`config.mk`:
```
export PLATFORM = sky130hd
export DESIGN_NAME = depq_scan
export DESIGN_NICKNAME = d
export VERILOG_FILES = /design/src/hw/rtl/assert_macros.svh /design/src/hw/rtl/depq_pkg.sv /design/src/hw/rtl/depq_scan.sv
export SDC_FILE = /design/constraint.sdc
export NUM_CORES = 1
export LEC_CHECK = 0
export ABC_AREA = 1
export BUFFER_PORTS_ARGS = -buffer_cell sky130_fd_sc_hd__buf_4
export CAP_MARGIN = 40
export CORE_MARGIN = 2
export CORE_UTILIZATION = 52
export CTS_CLUSTER_SIZE = 28
export DETAILED_ROUTE_END_ITERATION = 12
export PLACE_DENSITY = 0.81
export SYNTH_ARGS = -nofsm -noshare
export SYNTH_HDL_FRONTEND = slang
export SYNTH_SLANG_ARGS = --single-unit
```
`constraint.sdc`:
```
create_clock -name i_clk -period 4.4 [get_ports i_clk]
set_input_delay 0.22 -clock i_clk [delete_from_list [all_inputs] [get_ports i_clk]]
set_output_delay 0.22 -clock i_clk [all_outputs]
set_load 0.1 [all_outputs]
```
`src/hw/rtl/assert_macros.svh`:
```
// Assertion macros shared by the queue RTL.
// Depends on nothing; included by modules that check their own logic.
`ifndef ASSERT_MACROS_SVH
`define ASSERT_MACROS_SVH
`ifndef SYNTHESIS
`define ASSERT_IMPLIES(label, clk, rst_n, cond, prop) \
    label: assert property (@(posedge clk) disable iff (!rst_n) (cond) |-> (prop)) \
        else $error("assertion failed");
`define ASSERT_NEXT(label, clk, rst_n, cond, prop) \
    label: assert property (@(posedge clk) disable iff (!rst_n) (cond) |=> (prop)) \
        else $error("assertion failed");
`else
`define ASSERT_IMPLIES(label, clk, rst_n, cond, prop)
`define ASSERT_NEXT(label, clk, rst_n, cond, prop)
`endif
`endif

```
`src/hw/rtl/depq_pkg.sv`:
```
// Package for the double-ended priority queue: codes, states and sizes.
// Depends on nothing.
`default_nettype none
package depq_pkg;
    localparam int DEFAULT_CAPACITY = 1024;
    localparam int VALUE_W = 32;

    typedef enum logic [1:0] {
        KIND_INSERT = 2'd0,
        KIND_DEL_MAX = 2'd1,
        KIND_DEL_MIN = 2'd2,
        KIND_CLEAR = 2'd3
    } t_kind;

    typedef enum logic [2:0] {
        ST_IDLE,
        ST_READ_LAST,
        ST_MOVE,
        ST_SCAN,
        ST_OUT
    } t_state;
endpackage
`default_nettype wire

```
`src/hw/rtl/depq_scan.sv`:
```
// Scan unit: signed compares take one valid entry per cycle and keep the running max and min
// with their indexes over the entries streamed in. Uses depq_pkg.
`default_nettype none
module depq_scan
    import depq_pkg::*;
#(
    parameter int IDX_W = 10
) (
    input  wire logic               i_clk,
    input  wire logic               i_start,
    input  wire logic               i_valid,
    input  wire logic [IDX_W-1:0]   i_idx,
    input  wire logic [VALUE_W-1:0] i_data,
    output logic [VALUE_W-1:0]      o_max,
    output logic [VALUE_W-1:0]      o_min,
    output logic [IDX_W-1:0]        o_max_idx,
    output logic [IDX_W-1:0]        o_min_idx
);
    logic signed [VALUE_W-1:0] r_max, r_min;
    logic [IDX_W-1:0] r_max_idx, r_min_idx;

    // The first entry after a start seeds both extremes; later ones replace
    // only on a strict improvement so the lowest index wins on ties.
    always_ff @(posedge i_clk) begin
        if (i_valid) begin
            if (i_start || $signed(i_data) > r_max) begin
                r_max <= i_data;
                r_max_idx <= i_idx;
            end
            if (i_start || $signed(i_data) < r_min) begin
                r_min <= i_data;
                r_min_idx <= i_idx;
            end
        end
    end

    assign o_max = r_max;
    assign o_min = r_min;
    assign o_max_idx = r_max_idx;
    assign o_min_idx = r_min_idx;
endmodule
`default_nettype wire

```
==> results.txt <==
Worst Min Path Start: i_idx[4]
FF-to-FF setup slack: 1.51 ns
Setup Skew: 0.01269 ns
Hold Fails Final Rpt: 0
Via/cell ratio: 4.930
Die area: 8891 um2
Num CTS Buffers: 9
Pin count of the biggest net entering global routing: 23
Overall Global Routing Usage: 21.48%
Area added between synthesis and finish: 31.82%
Cts repair resizes: 0
Layout cells sized above 1: 30.98%
Slew Viols, Final: 0
Port bufs: 128
Avg Cell Area, Syn: 11.65 um2
Post-route insts no fill: 612
Initial Utilization: 54.29%
Worst Hold Class: in -> reg
Via Count: 3,017
Initial antenna violation count: 0
Tcrit/Tclk final: 65.60%
Setup TNS: 0 ns
Chip Height: 94.29 um
Total Wirelength: 9.060 mm
Worst-margin pin slew: 0.6936 ns
Core footprint: 7807 um2
DRC viols: 0
Setup Crit Path Kind: reg -> reg
Post-synthesis adder-cell area fraction: 18.60%
Leakage power figure: 2.737 nW
RSZ-0062 raised after global routing: no
Psw: 0.9169 mW
Ys flop type: edfxtp_1
Crit path DAT: 2.92 ns
Row count: 32
Clock H-tree levels: 3
CTS tree: done
Switching share of power: 38.61%
CP Capture Type: register
Synth warn: 0
Worst relative slew slack: 53.66%
Worst Path Required: 4.43 ns
Reg2Reg Launch Point: o_max[31]
Total Power: 2.375 mW
Remaining Overflow, GRT: 0
Clock buffer depth: 2
Post-synth top area share: 59.50%
#FFs+latches synth: 84
Worst setup startpoint: o_max[31]
Iteration count of the initial detailed-routing pass: 4
GP Congestion: 0.8423
First-pass GRT wire length: 14.39 mm
Clock Power Share: 26.6%
Post-Synth XOR/XNOR Area: 0%
Routed Antenna Nets: 0
Vias in the first global route: 3,086
P per Cell Area: 425.0 nW/um2
Worst-skew pair later-pin latency: 0.36 ns
Mux cell area share after synthesis: 0%
DP HPWL: 7.023 mm
Worst vdd ir: 320.0 uV
Fillers: 564
Synth Area in Compound Gates: 5.283%
Cell accounting for the most synthesized area: edfxtp_1
Internal power: 1.458 mW
Status: completed
Ys async rst share: 0%
Minimum clock period: 2.886 ns
Layout Nets: 613
Sequential Power Share: 41.5%
Placed insts: 596
Final setup fails: 0
Syn Std Cell Area: 4239 um2
Crit-path max FO: 22
Clk slew on worst S/H paths: 0.10 ns
Dominant cells by area after synthesis: edfxtp_1 60%, ha_1 19%, inv_1 6.8%, nand2_1 5.5%, a21oi_1 3.4%
Synth Net Count: 472
Synth cell types: 22
Routed len/inst: 14.80 um
Root buffer cell: clkbuf_8
Largest family of logic cells by synthesized area: adder cells
Antenna diodes: 0
Iteration-0 DRC count of the detailed router: 93
Synth Instances: 364
Post-CTS Setup Inserts: 0
Die Span X: 94.29 um
Comb pwr share: 31.9%
Sink Count: 84
Placed Area: 5358 um2
CP Launch Type: register
Seq/Total Area, Yosys: 59.50%
EDFF count, synth: 84
CTS Hold Bufs: 0
Fmax achieved: 346.4 MHz
Simple-gate share of the synthesized area: 9.445%
# IOs: 129
Max-cap violations: 0
Final Cell Area: 5588 um2
## registers in the layout (all words and copies together) (netlist names)
name / flops
o_min_idx: 10
o_max: 32
o_min: 32
o_max_idx: 10
## layout make-up
cell class | count | area [um2] | area share (%)
Clock inverter | 7 | 106.4 | 1.903
Timing Repair Buffer | 130 | 975.9 | 17.47
Tap cell | 102 | 127.6 | 2.284
Inverter | 81 | 304.0 | 5.441
Sequential cell | 84 | 2522 | 45.14
Clock buffer | 9 | 123.9 | 2.217
Multi-Input combinational cell | 199 | 1428 | 25.55
## cell usage after synthesis, types with 2 or more instances
master / number
a21oi_2: 2
nand4_1: 5
nor2_2: 2
edfxtp_1: 84
nor3_1: 2
nand3_1: 5
o21ai_1: 2
nor2_1: 16
o21ai_0: 4
ha_1: 63
inv_1: 77
inv_2: 3
nand2_1: 62
a21oi_1: 29
## kinds of logic (layout without fill, tap and decap cells)
logic type	after synthesis	in the layout
AO/OA/AOI/OAI	41	41
adder cells (fa/ha/maj)	63	63
buffers and inverters	81	227
flip-flops	84	84
AND/OR/NAND/NOR	95	95
## metrics by stage
step	util (%)	hold slack [ns]	setup WS (ns)
final	71.57	0.03782	1.514
after global routing	71.57	0.01717	1.273
after CTS	71.57	0.02156	1.452
after detailed placement	68.62	0.4079	1.484
after global placement	68.62	0.4053	1.533
after floorplan	-	0.3189	0.1819
## placed cells by master (no fill, tap or decap), drive strengths merged
cell type  instances
buf              130
edfxtp            84
inv               84
ha                63
nand2             63
a21oi             31
nor2              18
clkbuf             9
nand4              6
o21ai              6
nand3              5
nor3               3
bufinv             2
o21a               2
clkinv             2
a21o               1
o211ai             1
## power groups by stage
stage	clock network [mW]	registers [mW]	logic [mW]
after floorplan	0	1.41	0.159
after global placement	0	1.00	0.746
after detailed placement	0	1.00	0.759
after CTS	0.641	0.986	0.762
after global routing	0.669	0.993	0.804
final	0.632	0.985	0.758
## metal layers
layer | part of all wire, % | wire [um] | global-route usage, %
met2 | 49 | 4440 | 35.12
met1 | 41 | 3715 | 26.60
met5 | 0 | 0 | 0
met3 | 8.6 | 778 | 7.624
met4 | 1.4 | 126 | 7.126
## worst max-delay path, stage by stage, from the launching register on
cell	delay [ns]
edfxtp_1	0.37
inv_1	0.05
ha_1	0.34
nand2_1	0.10
nor2_2	0.14
nand2_2	0.08
nor2_2	0.13
nand2_1	0.10
nand2_1	0.07
nand2_1	0.04
nand2_1	0.06
nand2_1	0.08
a21oi_4	0.58
buf_4	0.42
## worst paths after layout
kind	endpoint	depth (start not counted)
hold reg to reg	o_min[6]	5
hold / removal	o_min_idx[4]	1
setup reg to reg	o_max_idx[7]	13
setup / recovery	o_max_idx[7]	13
Power figures use the tool's default switching activity.
